===== src/design/rmes_pkg.sv =====
// ----------------------------------------------------------------------------
// rmes_pkg
// Shared types and constants for the motor and encoder bus slave.
// ----------------------------------------------------------------------------
`default_nettype none

package rmes_pkg;

    // event kinds carried in the input tuser
    typedef enum logic [3:0] {
        KIND_TICK        = 4'd0,
        KIND_LEFT_EDGE   = 4'd1,
        KIND_RIGHT_EDGE  = 4'd2,
        KIND_WRITE_START = 4'd3,
        KIND_WRITE_BYTE  = 4'd4,
        KIND_WRITE_STOP  = 4'd5,
        KIND_READ_START  = 4'd6,
        KIND_READ_NEXT   = 4'd7,
        KIND_POLL        = 4'd8
    } kind_t;

    // configuration register indexes
    localparam int CFG_ADDR_W = 1;
    localparam logic [CFG_ADDR_W-1:0] CFG_TICK_DIVIDE   = 1'b0;
    localparam logic [CFG_ADDR_W-1:0] CFG_TIMEOUT_LIMIT = 1'b1;

    localparam logic [7:0] TICK_DIVIDE_RESET   = 8'd20;
    localparam logic [7:0] TIMEOUT_LIMIT_RESET = 8'd2;

    // sensor slots returned by reads, in turn
    localparam logic [2:0] SLOT_BUMPER        = 3'd0;
    localparam logic [2:0] SLOT_COUNT_LEFT    = 3'd1;
    localparam logic [2:0] SLOT_COUNT_RIGHT   = 3'd2;
    localparam logic [2:0] SLOT_CURRENT_HIGH  = 3'd3;
    localparam logic [2:0] SLOT_CURRENT_LOW   = 3'd4;
    localparam logic [2:0] SENSOR_SLOTS       = 3'd5;
    localparam logic [2:0] SLOT_KEEP_MAX      = 3'd2;

    localparam int         COMMAND_BYTES      = 3;
    localparam logic [4:0] COMMAND_BYTES_CNT  = 5'd3;
    localparam logic [4:0] WRITE_COUNT_MAX    = 5'd20;
    localparam logic [1:0] DEBOUNCE_MAX       = 2'd2;
    localparam logic [7:0] TIMEOUT_MAX        = 8'd255;
    localparam logic [15:0] COUNT_PRESET      = 16'd128;

    // direction byte codes that mean forward for each wheel
    localparam logic [7:0] DIR_BOTH_FWD  = 8'h00;
    localparam logic [7:0] DIR_LEFT_FWD  = 8'h04;
    localparam logic [7:0] DIR_RIGHT_FWD = 8'h08;

    // direction bits kept from the first motor byte
    localparam logic [3:0] DIR_MASK      = 4'b1100;

    localparam int IN_TDATA_W  = 24;
    localparam int OUT_TDATA_W = 32;

    typedef struct packed {
        logic [3:0] kind;
        logic [7:0] data_byte;
        logic [1:0] bumper_bits;
        logic [9:0] current_sample;
    } item_t;

    typedef struct packed {
        logic [7:0] read_data;
        logic       read_valid;
        logic [3:0] motor_direction;
        logic [7:0] pwm_left;
        logic [7:0] pwm_right;
    } result_t;

    // handshake between the input register and the result register
    typedef struct packed {
        logic item_valid;
        logic advance;
    } flow_t;

endpackage

`default_nettype wire


===== src/design/rmes_in_reg.sv =====
// ----------------------------------------------------------------------------
// rmes_in_reg
// Input request register: holds one accepted event until it is processed.
// ----------------------------------------------------------------------------
`default_nettype none

module rmes_in_reg (
    input  wire logic                             aclk,
    input  wire logic                             aresetn,
    input  wire logic                             s_axis_tvalid,
    output logic                                  s_axis_tready,
    input  wire logic [rmes_pkg::IN_TDATA_W-1:0]  s_axis_tdata,
    input  wire logic [3:0]                       s_axis_tuser,
    input  wire logic                             take,
    output logic                                  item_valid,
    output rmes_pkg::item_t                       item
);

    logic            valid_reg;
    logic            valid_next;
    rmes_pkg::item_t item_reg;
    logic            accept;

    // free when empty or when the held request moves on this cycle
    assign s_axis_tready = !valid_reg || take;
    assign accept        = s_axis_tvalid && s_axis_tready;

    always_comb begin
        valid_next = valid_reg;
        if (accept) begin
            valid_next = 1'b1;
        end else if (take) begin
            valid_next = 1'b0;
        end
    end

    always_ff @(posedge aclk) begin
        if (!aresetn) begin
            valid_reg <= 1'b0;
        end else begin
            valid_reg <= valid_next;
        end
    end

    // payload capture
    always_ff @(posedge aclk) begin
        if (accept) begin
            item_reg.kind           <= s_axis_tuser;
            item_reg.data_byte      <= s_axis_tdata[7:0];
            item_reg.bumper_bits    <= s_axis_tdata[9:8];
            item_reg.current_sample <= s_axis_tdata[19:10];
        end
    end

    assign item_valid = valid_reg;
    assign item       = item_reg;

endmodule

`default_nettype wire


===== src/design/rmes_state.sv =====
// ----------------------------------------------------------------------------
// rmes_state
// Slave state and its single-pass update for one event, plus config registers.
// ----------------------------------------------------------------------------
`default_nettype none

module rmes_state (
    input  wire logic                                aclk,
    input  wire logic                                aresetn,
    input  wire logic                                cfg_we,
    input  wire logic [rmes_pkg::CFG_ADDR_W-1:0]     cfg_addr,
    input  wire logic [7:0]                          cfg_wdata,
    input  wire logic                                advance,
    input  wire rmes_pkg::item_t                     item,
    output rmes_pkg::result_t                        result
);

    logic [7:0]  tick_divide_reg, timeout_limit_reg;
    logic [7:0]  tick_divider_reg, tick_divider_next;
    logic [1:0]  debounce_left_reg, debounce_left_next;
    logic [1:0]  debounce_right_reg, debounce_right_next;
    logic [7:0]  timeout_count_reg, timeout_count_next;
    logic [15:0] count_left_reg, count_left_next;
    logic [15:0] count_right_reg, count_right_next;
    logic [1:0]  bumper_state_reg, bumper_state_next;
    logic [2:0]  current_high_reg, current_high_next;
    logic [6:0]  current_low_reg, current_low_next;
    logic [4:0]  write_count_reg, write_count_next;
    logic [7:0]  write_buffer_reg [rmes_pkg::COMMAND_BYTES];
    logic [7:0]  write_buffer_next [rmes_pkg::COMMAND_BYTES];
    logic [7:0]  received_reg [rmes_pkg::COMMAND_BYTES];
    logic [7:0]  received_next [rmes_pkg::COMMAND_BYTES];
    logic        pending_reg, pending_next;
    logic [7:0]  motor_reg [rmes_pkg::COMMAND_BYTES];
    logic [7:0]  motor_next [rmes_pkg::COMMAND_BYTES];
    logic [2:0]  read_index_reg, read_index_next;

    logic [8:0]  tick_sum;
    logic [2:0]  slot;
    logic [7:0]  slot_byte;
    logic [7:0]  read_data;
    logic        read_valid;

    // configuration writes
    always_ff @(posedge aclk) begin
        if (!aresetn) begin
            tick_divide_reg   <= rmes_pkg::TICK_DIVIDE_RESET;
            timeout_limit_reg <= rmes_pkg::TIMEOUT_LIMIT_RESET;
        end else if (cfg_we) begin
            case (cfg_addr)
                rmes_pkg::CFG_TICK_DIVIDE:   tick_divide_reg   <= cfg_wdata;
                rmes_pkg::CFG_TIMEOUT_LIMIT: timeout_limit_reg <= cfg_wdata;
                default: ;
            endcase
        end
    end

    // slot selection for reads, index past the last slot wraps to the first
    assign slot = (read_index_reg >= rmes_pkg::SENSOR_SLOTS) ?
                  rmes_pkg::SLOT_BUMPER : read_index_reg;

    always_comb begin
        case (slot)
            rmes_pkg::SLOT_BUMPER:       slot_byte = {6'd0, bumper_state_reg};
            rmes_pkg::SLOT_COUNT_LEFT:   slot_byte = count_left_reg[7:0];
            rmes_pkg::SLOT_COUNT_RIGHT:  slot_byte = count_right_reg[7:0];
            rmes_pkg::SLOT_CURRENT_HIGH: slot_byte = {5'd0, current_high_reg};
            default:                     slot_byte = {1'b0, current_low_reg};
        endcase
    end

    assign tick_sum = {1'b0, tick_divider_reg} + 9'd1;

    // event update
    always_comb begin
        tick_divider_next   = tick_divider_reg;
        debounce_left_next  = debounce_left_reg;
        debounce_right_next = debounce_right_reg;
        timeout_count_next  = timeout_count_reg;
        count_left_next     = count_left_reg;
        count_right_next    = count_right_reg;
        bumper_state_next   = bumper_state_reg;
        current_high_next   = current_high_reg;
        current_low_next    = current_low_reg;
        write_count_next    = write_count_reg;
        write_buffer_next   = write_buffer_reg;
        received_next       = received_reg;
        pending_next        = pending_reg;
        motor_next          = motor_reg;
        read_index_next     = read_index_reg;
        read_data           = 8'd0;
        read_valid          = 1'b0;

        case (item.kind)
            rmes_pkg::KIND_TICK: begin
                if (tick_sum > {1'b0, tick_divide_reg}) begin
                    tick_divider_next = 8'd0;
                    if (debounce_left_reg < rmes_pkg::DEBOUNCE_MAX) begin
                        debounce_left_next = debounce_left_reg + 2'd1;
                    end
                    if (debounce_right_reg < rmes_pkg::DEBOUNCE_MAX) begin
                        debounce_right_next = debounce_right_reg + 2'd1;
                    end
                    if (timeout_count_reg != rmes_pkg::TIMEOUT_MAX) begin
                        timeout_count_next = timeout_count_reg + 8'd1;
                    end
                end else begin
                    tick_divider_next = tick_sum[7:0];
                end
            end
            rmes_pkg::KIND_LEFT_EDGE: begin
                if (debounce_left_reg == rmes_pkg::DEBOUNCE_MAX) begin
                    if (motor_reg[0] == rmes_pkg::DIR_BOTH_FWD ||
                        motor_reg[0] == rmes_pkg::DIR_LEFT_FWD) begin
                        count_left_next = count_left_reg + 16'd1;
                    end else begin
                        count_left_next = count_left_reg - 16'd1;
                    end
                    debounce_left_next = 2'd0;
                end
            end
            rmes_pkg::KIND_RIGHT_EDGE: begin
                if (debounce_right_reg == rmes_pkg::DEBOUNCE_MAX) begin
                    if (motor_reg[0] == rmes_pkg::DIR_BOTH_FWD ||
                        motor_reg[0] == rmes_pkg::DIR_RIGHT_FWD) begin
                        count_right_next = count_right_reg + 16'd1;
                    end else begin
                        count_right_next = count_right_reg - 16'd1;
                    end
                    debounce_right_next = 2'd0;
                end
            end
            rmes_pkg::KIND_WRITE_START: begin
                write_count_next = 5'd0;
            end
            rmes_pkg::KIND_WRITE_BYTE: begin
                // only the first few bytes are kept, the count runs on
                for (int k = 0; k < rmes_pkg::COMMAND_BYTES; k++) begin
                    if (write_count_reg == 5'(k)) begin
                        write_buffer_next[k] = item.data_byte;
                    end
                end
                if (write_count_reg < rmes_pkg::WRITE_COUNT_MAX) begin
                    write_count_next = write_count_reg + 5'd1;
                end
            end
            rmes_pkg::KIND_WRITE_STOP: begin
                for (int k = 0; k < rmes_pkg::COMMAND_BYTES; k++) begin
                    if (write_count_reg > 5'(k)) begin
                        received_next[k] = write_buffer_reg[k];
                    end
                    write_buffer_next[k] = 8'd0;
                end
                pending_next       = 1'b1;
                timeout_count_next = 8'd0;
            end
            rmes_pkg::KIND_READ_START: begin
                write_count_next = 5'd0;
                read_data        = slot_byte;
                read_valid       = 1'b1;
                read_index_next  = slot + 3'd1;
            end
            rmes_pkg::KIND_READ_NEXT: begin
                read_data        = slot_byte;
                read_valid       = 1'b1;
                read_index_next  = slot + 3'd1;
                count_left_next  = rmes_pkg::COUNT_PRESET;
                count_right_next = rmes_pkg::COUNT_PRESET;
            end
            rmes_pkg::KIND_POLL: begin
                // sample split into value/128 and value%128
                current_high_next = item.current_sample[9:7];
                current_low_next  = item.current_sample[6:0];
                bumper_state_next = item.bumper_bits;
                if (item.bumper_bits != 2'd0 || timeout_count_reg > timeout_limit_reg) begin
                    for (int k = 0; k < rmes_pkg::COMMAND_BYTES; k++) begin
                        motor_next[k] = 8'd0;
                    end
                end
                if (pending_reg) begin
                    motor_next = received_reg;
                    if (read_index_reg > rmes_pkg::SLOT_KEEP_MAX) begin
                        read_index_next = 3'd0;
                    end
                    pending_next = 1'b0;
                end
            end
            default: ;
        endcase
    end

    // state registers, updated as each request passes
    always_ff @(posedge aclk) begin
        if (!aresetn) begin
            tick_divider_reg   <= 8'd0;
            debounce_left_reg  <= 2'd0;
            debounce_right_reg <= 2'd0;
            timeout_count_reg  <= 8'd0;
            count_left_reg     <= 16'd0;
            count_right_reg    <= 16'd0;
            bumper_state_reg   <= 2'd0;
            current_high_reg   <= 3'd0;
            current_low_reg    <= 7'd0;
            write_count_reg    <= 5'd0;
            pending_reg        <= 1'b0;
            read_index_reg     <= 3'd0;
            for (int k = 0; k < rmes_pkg::COMMAND_BYTES; k++) begin
                write_buffer_reg[k] <= 8'd0;
                received_reg[k]     <= 8'd0;
                motor_reg[k]        <= 8'd0;
            end
        end else if (advance) begin
            tick_divider_reg   <= tick_divider_next;
            debounce_left_reg  <= debounce_left_next;
            debounce_right_reg <= debounce_right_next;
            timeout_count_reg  <= timeout_count_next;
            count_left_reg     <= count_left_next;
            count_right_reg    <= count_right_next;
            bumper_state_reg   <= bumper_state_next;
            current_high_reg   <= current_high_next;
            current_low_reg    <= current_low_next;
            write_count_reg    <= write_count_next;
            pending_reg        <= pending_next;
            read_index_reg     <= read_index_next;
            write_buffer_reg   <= write_buffer_next;
            received_reg       <= received_next;
            motor_reg          <= motor_next;
        end
    end

    // result reflects the motor bytes after the update
    always_comb begin
        result.read_data       = read_data;
        result.read_valid      = read_valid;
        result.motor_direction = motor_next[0][3:0] & rmes_pkg::DIR_MASK;
        result.pwm_left        = motor_next[1];
        result.pwm_right       = motor_next[2];
    end

endmodule

`default_nettype wire


===== src/design/rmes_out_reg.sv =====
// ----------------------------------------------------------------------------
// rmes_out_reg
// Result register: holds one result until the downstream side takes it.
// ----------------------------------------------------------------------------
`default_nettype none

module rmes_out_reg (
    input  wire logic                              aclk,
    input  wire logic                              aresetn,
    input  wire rmes_pkg::flow_t                   flow,
    input  wire rmes_pkg::result_t                 result,
    output logic                                   out_free,
    output logic                                   m_axis_tvalid,
    input  wire logic                              m_axis_tready,
    output logic [rmes_pkg::OUT_TDATA_W-1:0]       m_axis_tdata,
    output logic [0:0]                             m_axis_tuser
);

    logic              valid_reg;
    logic              valid_next;
    rmes_pkg::result_t result_reg;

    assign out_free = !valid_reg || m_axis_tready;

    always_comb begin
        valid_next = valid_reg;
        if (flow.advance) begin
            valid_next = 1'b1;
        end else if (m_axis_tready) begin
            valid_next = 1'b0;
        end
    end

    always_ff @(posedge aclk) begin
        if (!aresetn) begin
            valid_reg <= 1'b0;
        end else begin
            valid_reg <= valid_next;
        end
    end

    always_ff @(posedge aclk) begin
        if (flow.advance) begin
            result_reg <= result;
        end
    end

    // pack result fields, lowest first
    assign m_axis_tvalid = valid_reg;
    assign m_axis_tdata  = {4'd0, result_reg.pwm_right, result_reg.pwm_left,
                            result_reg.motor_direction, result_reg.read_data};
    assign m_axis_tuser  = result_reg.read_valid;

endmodule

`default_nettype wire


===== src/design/robot_motor_encoder_slave.sv =====
// ----------------------------------------------------------------------------
// robot_motor_encoder_slave
// Bus slave for a two-motor robot: command buffer, encoder counts, sensor reads.
// ----------------------------------------------------------------------------
//  channel  | ports            | contents
//  ---------+------------------+------------------------------------------------
//  input    | s_axis_*         | tuser: event kind; tdata: data byte, bumpers,
//           |                  | current sample
//  result   | m_axis_*         | tuser: read valid; tdata: read byte, direction,
//           |                  | left and right duty
//  config   | cfg_we/addr/wdata| tick divide, timeout limit
//
// One event per cycle while the result side does not stall: each request is held
// in the input register and is turned into its result by one pass of the state
// update logic, whose output is captured in the result register.
// Reset (synchronous, aresetn low) clears all slave state and loads defaults.
// A stalled result holds the result register; the input register still takes
// a request while empty, then waits for the result register to free.
// ----------------------------------------------------------------------------
`default_nettype none

module robot_motor_encoder_slave (
    input  wire logic                                aclk,
    input  wire logic                                aresetn,
    input  wire logic                                s_axis_tvalid,
    output logic                                     s_axis_tready,
    // data_byte[7:0], bumper_bits[9:8], current_sample[19:10], zero fill
    input  wire logic [rmes_pkg::IN_TDATA_W-1:0]     s_axis_tdata,
    // kind[3:0]
    input  wire logic [3:0]                          s_axis_tuser,
    output logic                                     m_axis_tvalid,
    input  wire logic                                m_axis_tready,
    // read_data[7:0], motor_direction[11:8], pwm_left[19:12], pwm_right[27:20]
    output logic [rmes_pkg::OUT_TDATA_W-1:0]         m_axis_tdata,
    // read_valid[0]
    output logic [0:0]                               m_axis_tuser,
    input  wire logic                                cfg_we,
    input  wire logic [rmes_pkg::CFG_ADDR_W-1:0]     cfg_addr,
    input  wire logic [7:0]                          cfg_wdata
);

    rmes_pkg::item_t   item;
    rmes_pkg::result_t result;
    rmes_pkg::flow_t   flow;
    logic              item_valid;
    logic              out_free;

    // a request moves on when the result register can take its result
    always_comb begin
        flow.item_valid = item_valid;
        flow.advance    = item_valid && out_free;
    end

    rmes_in_reg u_in_reg (
        .aclk          (aclk),
        .aresetn       (aresetn),
        .s_axis_tvalid (s_axis_tvalid),
        .s_axis_tready (s_axis_tready),
        .s_axis_tdata  (s_axis_tdata),
        .s_axis_tuser  (s_axis_tuser),
        .take          (flow.advance),
        .item_valid    (item_valid),
        .item          (item)
    );

    rmes_state u_state (
        .aclk      (aclk),
        .aresetn   (aresetn),
        .cfg_we    (cfg_we),
        .cfg_addr  (cfg_addr),
        .cfg_wdata (cfg_wdata),
        .advance   (flow.advance),
        .item      (item),
        .result    (result)
    );

    rmes_out_reg u_out_reg (
        .aclk          (aclk),
        .aresetn       (aresetn),
        .flow          (flow),
        .result        (result),
        .out_free      (out_free),
        .m_axis_tvalid (m_axis_tvalid),
        .m_axis_tready (m_axis_tready),
        .m_axis_tdata  (m_axis_tdata),
        .m_axis_tuser  (m_axis_tuser)
    );

endmodule

`default_nettype wire


===== config.mk =====
export PLATFORM = sky130hd
export DESIGN_NAME = robot_motor_encoder_slave
export DESIGN_NICKNAME = d
export VERILOG_FILES = /design/src/design/rmes_pkg.sv /design/src/design/rmes_in_reg.sv /design/src/design/rmes_state.sv /design/src/design/rmes_out_reg.sv /design/src/design/robot_motor_encoder_slave.sv
export SDC_FILE = /design/constraint.sdc
export NUM_CORES = 1
export LEC_CHECK = 0
export BUFFER_PORTS_ARGS = -buffer_cell sky130_fd_sc_hd__buf_2
export CORE_MARGIN = 4
export CORE_UTILIZATION = 57
export DETAILED_ROUTE_END_ITERATION = 12
export PLACE_DENSITY = 0.75
export SLEW_MARGIN = 20
export SYNTH_ARGS = -nofsm -noshare
export SYNTH_HDL_FRONTEND = slang
export SYNTH_SLANG_ARGS = --single-unit

===== constraint.sdc =====
create_clock -name aclk -period 8.5 [get_ports aclk]
set_clock_uncertainty 0.1 [all_clocks]
set_input_delay 0.425 -clock aclk [delete_from_list [all_inputs] [get_ports aclk]]
set_output_delay 0.425 -clock aclk [all_outputs]
set_load 0.02 [all_outputs]

# Word-level counts from Yosys, hierarchy flattened
# Index checks and enable logic that the tools add are counted.
# Widths: inputs -> output; s select.
# op_classes
order_cmp,10
addsub,10
muxes,38
n_eq_ne,30
reduce_logical,47
bitwise,1
# op_table
operator,count
$mux 16,4
$pmux 16 s2,2
$mux 24,2
$mux 8,6
$pmux 24 s2,1
$add 16x1->16 const B,2
$pmux 8 s4,1
$sub 16x1->16 const B,2
$reduce_and 3->1,10
$reduce_bool 2->1,13
$ne 2x1->1 const B,12
$mux 20,1
$eq 4x3->1 const B,4
$pmux 8 s2,1
$mux 2,6
$gt 5x1->1 const B,2
$pmux 5 s2,1
$reduce_and 2->1,5
$reduce_and 5->1,2
$add 8x1->9 const B,1
$gt 9x8->1,1
$mux 3,3
$add 8x1->8 const B,1
$eq 4x2->1 const B,2
other kinds (34),51
# word_totals
regBits,214
out_inout_bits,35
input_bits,42
wordCells,171

# Longest topological paths before layout
# Gate-level depths: netlist (run 1).
# depth
depth_word,6
ltp_mapped,12
mapped_depth_nobuf,11

# Cells and area by module
# From an unflattened synthesis (run 1), not the netlist that was laid out.
# hier_totals
hier_cells,896
area_unflattened_um2,8967.4
# modules_own_cells
module,cells_each,n_inst,seq_area_each_um2,area_each_um2
rmes_state,828,1,2902.8,7229.4
rmes_out_reg,38,1,890.9,953.4
rmes_in_reg,29,1,740.7,778.2
robot_motor_encoder_slave,1,1,0.0,6.3

# Worst setup path after synthesis (run 1)
# OpenSTA, ideal clock, no wires.
# synth_timing
kind,flip-flop to flip-flop
from,register u_state.tick_divider_reg[0]
to,register u_state.debounce_right_reg[0]
path_buffers,0
path_stages_with_launch,12
period_less_slack_ps,3045
t_required_ps,8328
t_arrival_ps,2874
setup_time_ps,72
path_slack_ps,5455
path_cell_list,dfxtp_1 ha_1 nand2_1 or3_4 xnor2_1 ha_1 nand4_1 a21o_1 a31oi_2 nor2_4 a2111oi_4 mux2i_1
# synth_between
elab_chain_len,4
# synth_rtl
item,line_no,source
"start, declared",rmes_state.sv:19,"logic [7:0] tick_divider_reg, tick_divider_next;"
"start signal, assigned",rmes_state.sv:213,tick_divider_reg <= tick_divider_next;
$add 8x1->9,rmes_state.sv:72,"assign tick_sum = {1'b0, tick_divider_reg} + 9'd1;"
$gt 9x8->1,rmes_state.sv:96,"if (tick_sum > {1'b0, tick_divide_reg}) begin"
$ne 2x1->1 (no source line),--,
$reduce_and 5->1 (no source line),--,
"end signal, assigned",rmes_state.sv:215,debounce_right_reg <= debounce_right_next;
"end, declared",rmes_state.sv:21,"logic [1:0] debounce_right_reg, debounce_right_next;"
# Every way passes these cells.
# A chain may end at the register's enable or synchronous reset.

# Worst setup path in the final report (run 1)
# layout_timing
from,register u_state.tick_divider_reg[0]
to,register u_state.timeout_count_reg[1]
# layout_between
elab_chain_len,4
# layout_rtl
item,line_no,source
$add 8x1->9,rmes_state.sv:72,
$gt 9x8->1,rmes_state.sv:96,
$ne 2x1->1 (no source line),--,
$reduce_and 4->1 (no source line),--,
"end signal, assigned",rmes_state.sv:216,timeout_count_reg <= timeout_count_next;
"end, declared",rmes_state.sv:22,"logic [7:0] timeout_count_reg, timeout_count_next;"
# Every way passes these cells.

==> results of run 1 <==
cells in the mapped netlist (3+ instances only):
cell,count
nor2_1,108
nand4_1,11
nand2_1,110
nand2b_1,8
nor2b_1,10
dfxtp_1,147
inv_1,28
o211ai_1,12
or3_1,4
mux2i_1,46
edfxtp_1,51
buf_4,9
a21oi_1,80
xnor2_1,15
nand2_2,3
a31oi_1,3
nand3b_1,4
clkbuf_1,20
a22o_1,20
o21ai_0,17
inv_2,3
o31ai_1,6
buf_1,5
nor3_1,10
a21o_1,5
nand3_1,47
xor2_1,6
nor2_2,3
nor4_1,3
a211oi_1,7
ha_1,41
buf_2,14
a22oi_1,26
o41ai_1,3
and2_1,5
power breakdown:
part	switching [mW]	internal (mW)	leakage, nW
Clock	0.360	0.419	0.278
Combinational	0.0668	0.0294	2.08
Sequential	0.0121	0.984	1.68
Total	0.439	1.43	4.04
cells by family (layout without fill, tap and decap cells):
group	Yosys count	after routing
simple gates	342	342
buf+inv	80	131
mux	47	47
fa+ha+maj	43	43
other cells	1	6
xor+xnor	21	21
flops	198	198
compound gates	203	203
layer usage:
metal,vias up,GRT usage,share of wire
li1,3417,-,-
met1,3245,0.305,0.48
met2,183,0.339,0.46
met3,24,0.0326,0.050
met4,0,0.0674,0.015
met5,-,0,0
layout make-up:
class	count	area (sq um)	share of cell area
Tap cell	211	264	0.0264
Clock inverter	11	121	0.0121
Multi-Input combinational cell	662	4230	0.423
Clock buffer	21	450	0.0450
Timing Repair Buffer	68	349	0.0349
Inverter	31	118	0.0118
Sequential cell	198	4470	0.447
metrics by stage:
| step | util | instances | instance area [sq um] | worst slack (ps) |
|---|---|---|---|---|
| after floorplan | - | 940 | 9060 | 5450 |
| after global placement | 0.613 | 1170 | 9430 | 5060 |
| after detailed placement | 0.613 | 1170 | 9430 | 5040 |
| after CTS | 0.651 | 1202 | 10000 | 5000 |
| after global routing | 0.651 | 1202 | 10000 | 4800 |
| final | 0.651 | 1202 | 10000 | 4980 |
worst max-delay path by stage:
stage                                      startpoint                       endpoint  cells after the start
final                     u_state.tick_divider_reg[0]   u_state.timeout_count_reg[1]                     11
after CTS                 u_state.tick_divider_reg[0]   u_state.timeout_count_reg[1]                     11
after global placement    u_state.tick_divider_reg[0]   u_state.timeout_count_reg[1]                     11
after detailed placement  u_state.tick_divider_reg[0]   u_state.timeout_count_reg[1]                     11
after global routing      u_state.tick_divider_reg[0]   u_state.timeout_count_reg[1]                     11
after floorplan           u_state.tick_divider_reg[0]  u_state.debounce_right_reg[0]                     11
worst max-delay path: cells and delay by family, from the launching register on:
family	cells	cell delay (ps)
adder cells (fa/ha/maj)	2	610
AND/OR/NAND/NOR	4	830
multiplexers	1	230
AO/OA/AOI/OAI	3	1100
flip-flops	1	430
XOR/XNOR	1	150
==> impl_metrics.json, run 1 <==
{
  "fin_crit_ps": 3520,
  "postCtsSetupBuffers": 0,
  "fill_cells": 1260,
  "ir_drop_mv": 0.138,
  "die_area_sq_um": 17900,
  "outcome": "finished, final reports clean",
  "syn_area_sq_um": 9040,
  "yosysWarnings": 0,
  "drv_cap": 0,
  "synth_top_family_by_area": "simple AND/OR/NAND/NOR gates",
  "worstHoldStart": "s_axis_tuser[1]",
  "ioPinCount": 77,
  "start_util": 0.588,
  "synthMuxAreaShare": 0.0522,
  "worstHoldPathCells": 1,
  "worst_setup_path_start_kind": "register",
  "end_kind": "register",
  "grt_max_degree": 109,
  "track_usage": 0.214,
  "rrSetupSlack_ps": 4980,
  "synth_compound_area_frac": 0.150,
  "synth_top_area_cell": "dfxtp_1",
  "ant_nets": 0,
  "period_share": 0.415,
  "p_total_mw": 1.87,
  "reg2reg_to": "u_state.timeout_count_reg[1]",
  "finalHoldViolations": 0,
  "fmax_ghz": 0.284,
  "drtIter0Drc": 581,
  "grt_overflow": 0,
  "path_common_cell": "ha_1",
  "path_class": "register to register",
  "grt_pass1_vias": 6291,
  "h-tree-depth": 4,
  "ys_types": 70,
  "synth_flop_cell": "dfxtp_1",
  "rsz0062_at_grt": "false",
  "cts_root_buf": "clkbuf_16",
  "hp-class": "primary input to register",
  "route.detailed.drc": 0,
  "viasPerCell": 5.71,
  "cellLeakagePower_nw": 4.04,
  "hpwlAfterDp_microns": 12600,
  "ys_seq_area_frac": 0.495,
  "setup_viol": 0,
  "via_count": 6869,
  "drt_pass1_iterations": 5,
  "fp.dieH_microns": 134,
  "power_density_nw_per_um2": 187,
  "coreArea_sq_um": 15400,
  "yosys-top-cells-area": "dfxtp_1 33%, edfxtp_1 17%, ha_1 5.7%",
  "postCtsResizedCells": 0,
  "slowest_delay_ps": 470,
  "setup-tns-final_ps": 0,
  "syn_inst": 935,
  "tightestPinTransition_ps": 1080,
  "wire_per_inst_microns": 15.7,
  "synth_fa_ha_area_frac": 0.0612,
  "synth-simple-area-share": 0.181,
  "drive_gt1_frac": 0.127,
  "dieWidth_microns": 134,
  "worstPathRequired_ps": 8760,
  "cp_max_fo": 10,
  "slew_headroom": 0.283,
  "min_to": "u_in_reg.item[21]",
  "routabilityCongestion": 0.886,
  "grt_pass1_wl_microns": 31200,
  "mostFrequentLayoutCell": "dfxtp_1",
  "antenna_found_initial": 0,
  "drv_slew": 0,
  "rr_worst_depth": 11,
  "timing.hold.ws_ps": 60.5,
  "cts_buffer_depth": 2,
  "numCtsBuffers": 17,
  "cts_tree": "done",
  "ys_async_sr_fraction": 0,
  "synth_edf_count": 51,
  "cts_sinks": 198,
  "worstPathCellList": "ha_1 -> nand2_1 -> or3_4 -> xnor2_1 -> ha_1 -> nand4_1 -> a21o_1 -> a31oi_2 -> nor2_4 -> a211oi_1 -> mux2i_1",
  "avgSynthCellArea_sq_um": 9.67,
  "cp_slowest_cell": "a211oi_1",
  "clk_pin_slew_ps": 70,
  "rows": 45,
  "crit_arrival_ps": 3790,
  "syn_to_final_growth_pct": 10.7,
  "netlist.area_leader.share": 0.325,
  "synthXorXnorAreaFrac": 0.0203,
  "routed_wl_microns": 18900,
  "r2r_start": "u_state.tick_divider_reg[0]",
  "clock_latency_ps": 440,
  "final_nets": 1063,
  "synth_seq_cells": 198,
  "layout_common_cells": "147 x dfxtp_1, 110 x nand2_1, 108 x nor2_1",
  "largest_reg_flops": 26,
  "port_buffers": 66,
  "antenna_cells": 0,
  "postCtsHoldBufs": 0
}
Power figures use the tool's default switching activity.
==> run 2, diff against run 1 <==
- CORE_UTILIZATION: 57 -> 54
- PLACE_DENSITY: 0.75 -> 0.74
- clock period: 8.5 -> 2.9 ns (I/O delays scaled with it)
==> run 2 against run 1 <==
Against the previous run: maximum frequency is 26% higher; register-to-register slack worse by 4900 ps; critical path depth is 1 higher; routed wire length is 6.1% higher; combinational power grew to 3.7 times the previous value; die area is 5.2% higher; sequential share of layout area is 2.8 points lower; cell count is 6.2% higher; global-route usage is 0.54 points higher; worst hold slack better by 16 ps.
==> impl_metrics.json, run 2 (synthesis gave the netlist of run 1 again) <==
{
  "outcome": "finished, final reports clean",
  "ant_nets": 0,
  "register_area_sq_um": 4480,
  "fp.dieH_microns": 137,
  "track_usage": 0.220,
  "antenna_found_initial": 1,
  "die_area_sq_um": 18900,
  "hp-class": "primary input to register",
  "multi_input_area_sq_um": 4290,
  "worstPathRequired_ps": 3120,
  "drt_pass1_iterations": 5,
  "fill_cells": 1346,
  "cp_max_fo": 6,
  "cellLeakagePower_nw": 4.36,
  "power_density_nw_per_um2": 522,
  "hpwlAfterDp_microns": 13600,
  "final_nets": 1128,
  "worstPathCellList": "ha_4 -> nand2_1 -> or3_4 -> xnor2_2 -> ha_1 -> nand4_1 -> a21o_1 -> a31oi_4 -> buf_12 -> o211ai_1 -> o211ai_1 -> o41ai_2",
  "setup_viol": 0,
  "coreArea_sq_um": 16500,
  "numCtsBuffers": 17,
  "path_class": "register to register",
  "wire_per_inst_microns": 15.7,
  "fin_ws_ps": 99.0,
  "port_buffers": 66,
  "fmax_ghz": 0.357,
  "syn_to_final_growth_pct": 18.3,
  "timing.hold.ws_ps": 76.6,
  "slew_headroom": 0.407,
  "utilization": 0.650,
  "grt_max_degree": 55,
  "cts_sinks": 198,
  "cp_slowest_cell": "dfxtp_4",
  "slowest_delay_ps": 390,
  "grt_pass1_wl_microns": 32900,
  "routabilityCongestion": 0.817,
  "rows": 47,
  "path_delay_family": "compound AO/OA/AOI/OAI gates",
  "drtIter0Drc": 402,
  "viasPerCell": 5.59,
  "antenna_cells": 0,
  "ioPinCount": 77,
  "place_ws_ps": -0.676,
  "cts_tree": "done",
  "layout_common_cells": "144 x dfxtp_1, 110 x nand2_1, 107 x nor2_1",
  "clock_latency_ps": 440,
  "routed_wl_microns": 20000,
  "grt_overflow": 0,
  "rsz0062_at_grt": "true",
  "fin_crit_ps": 2800,
  "period_share": 0.966,
  "cts_root_buf": "clkbuf_16",
  "drive_gt1_frac": 0.158,
  "h-tree-depth": 4,
  "crit_arrival_ps": 3020,
  "dieWidth_microns": 137,
  "p_total_mw": 5.58,
  "ir_drop_mv": 0.415,
  "grt_pass1_vias": 6765,
  "mostFrequentLayoutCell": "dfxtp_1",
  "clk_pin_slew_ps": 70,
  "path_common_cell": "o211ai_1",
  "largest_reg_flops": 26,
  "via_count": 7130,
  "finalHoldViolations": 0,
  "cp.buffers_inverters": 1,
  "worst_setup_path_start_kind": "register",
  "tightestPinTransition_ps": 890,
  "route.detailed.drc": 0,
  "drv_slew": 0,
  "cts_buffer_depth": 2,
  "start_util": 0.549,
  "drv_cap": 0,
  "end_kind": "register"
}
run 2: layout make-up:
class / instances / area share
Clock buffer: 17 / 0.0398
Clock inverter: 15 / 0.0150
Tap cell: 220 / 0.0257
Sequential cell: 198 / 0.419
Timing Repair Buffer: 133 / 0.0882
Multi-Input combinational cell: 662 / 0.401
Inverter: 31 / 0.0110
run 2: layer usage:
metal  wire length [microns]  vias to the layer above  global-route usage
met2                    9650                      174               0.355
li1                        -                     3550                   -
met4                     343                        2              0.0748
met5                       7                        -                   0
met1                    9200                     3374               0.293
met3                     832                       30              0.0467
run 2: per-stage QoR:
stage          instance area (sq um)  setup TNS [ps]  cells
6_report                       10700               0   1276
5_1_grt                        10700            -173   1276
4_1_cts                        10600               0   1272
3_5_place_dp                    9630          -0.676   1201
3_3_place_gp                    9630               0   1201
2_1_floorplan                   9080               0    940
run 2: where the power goes:
part | internal, mW | switching [mW]
clock network | 1.16 | 1.15
registers | 2.88 | 0.0345
logic | 0.142 | 0.212
run 2: final timing paths:
check                                   start                            to  slack (ps)  cells after the start
setup / recovery  u_state.tick_divider_reg[0]  u_state.timeout_count_reg[7]         100                     12
hold reg to reg         u_state.motor_reg[22]         u_state.motor_reg[22]         350                      2
setup reg to reg  u_state.tick_divider_reg[0]  u_state.timeout_count_reg[7]         100                     12
hold / removal                        aresetn  u_state.timeout_limit_reg[1]          80                      3
run 2: worst min-delay path, delay by kind of cell:
kind / cells / cell delay, ps
buf+inv: 2 / 330
simple gates: 1 / 90
run 2: timing repair:
action / CTS / global route
buffers inserted: 0 / 4
endpoints found under the hold margin: 42 / 0
hold buffers: 39 / 0
resized for setup: 3 / 10
endpoints found under the setup margin: 1 / 16
pin swaps: 0 / 10
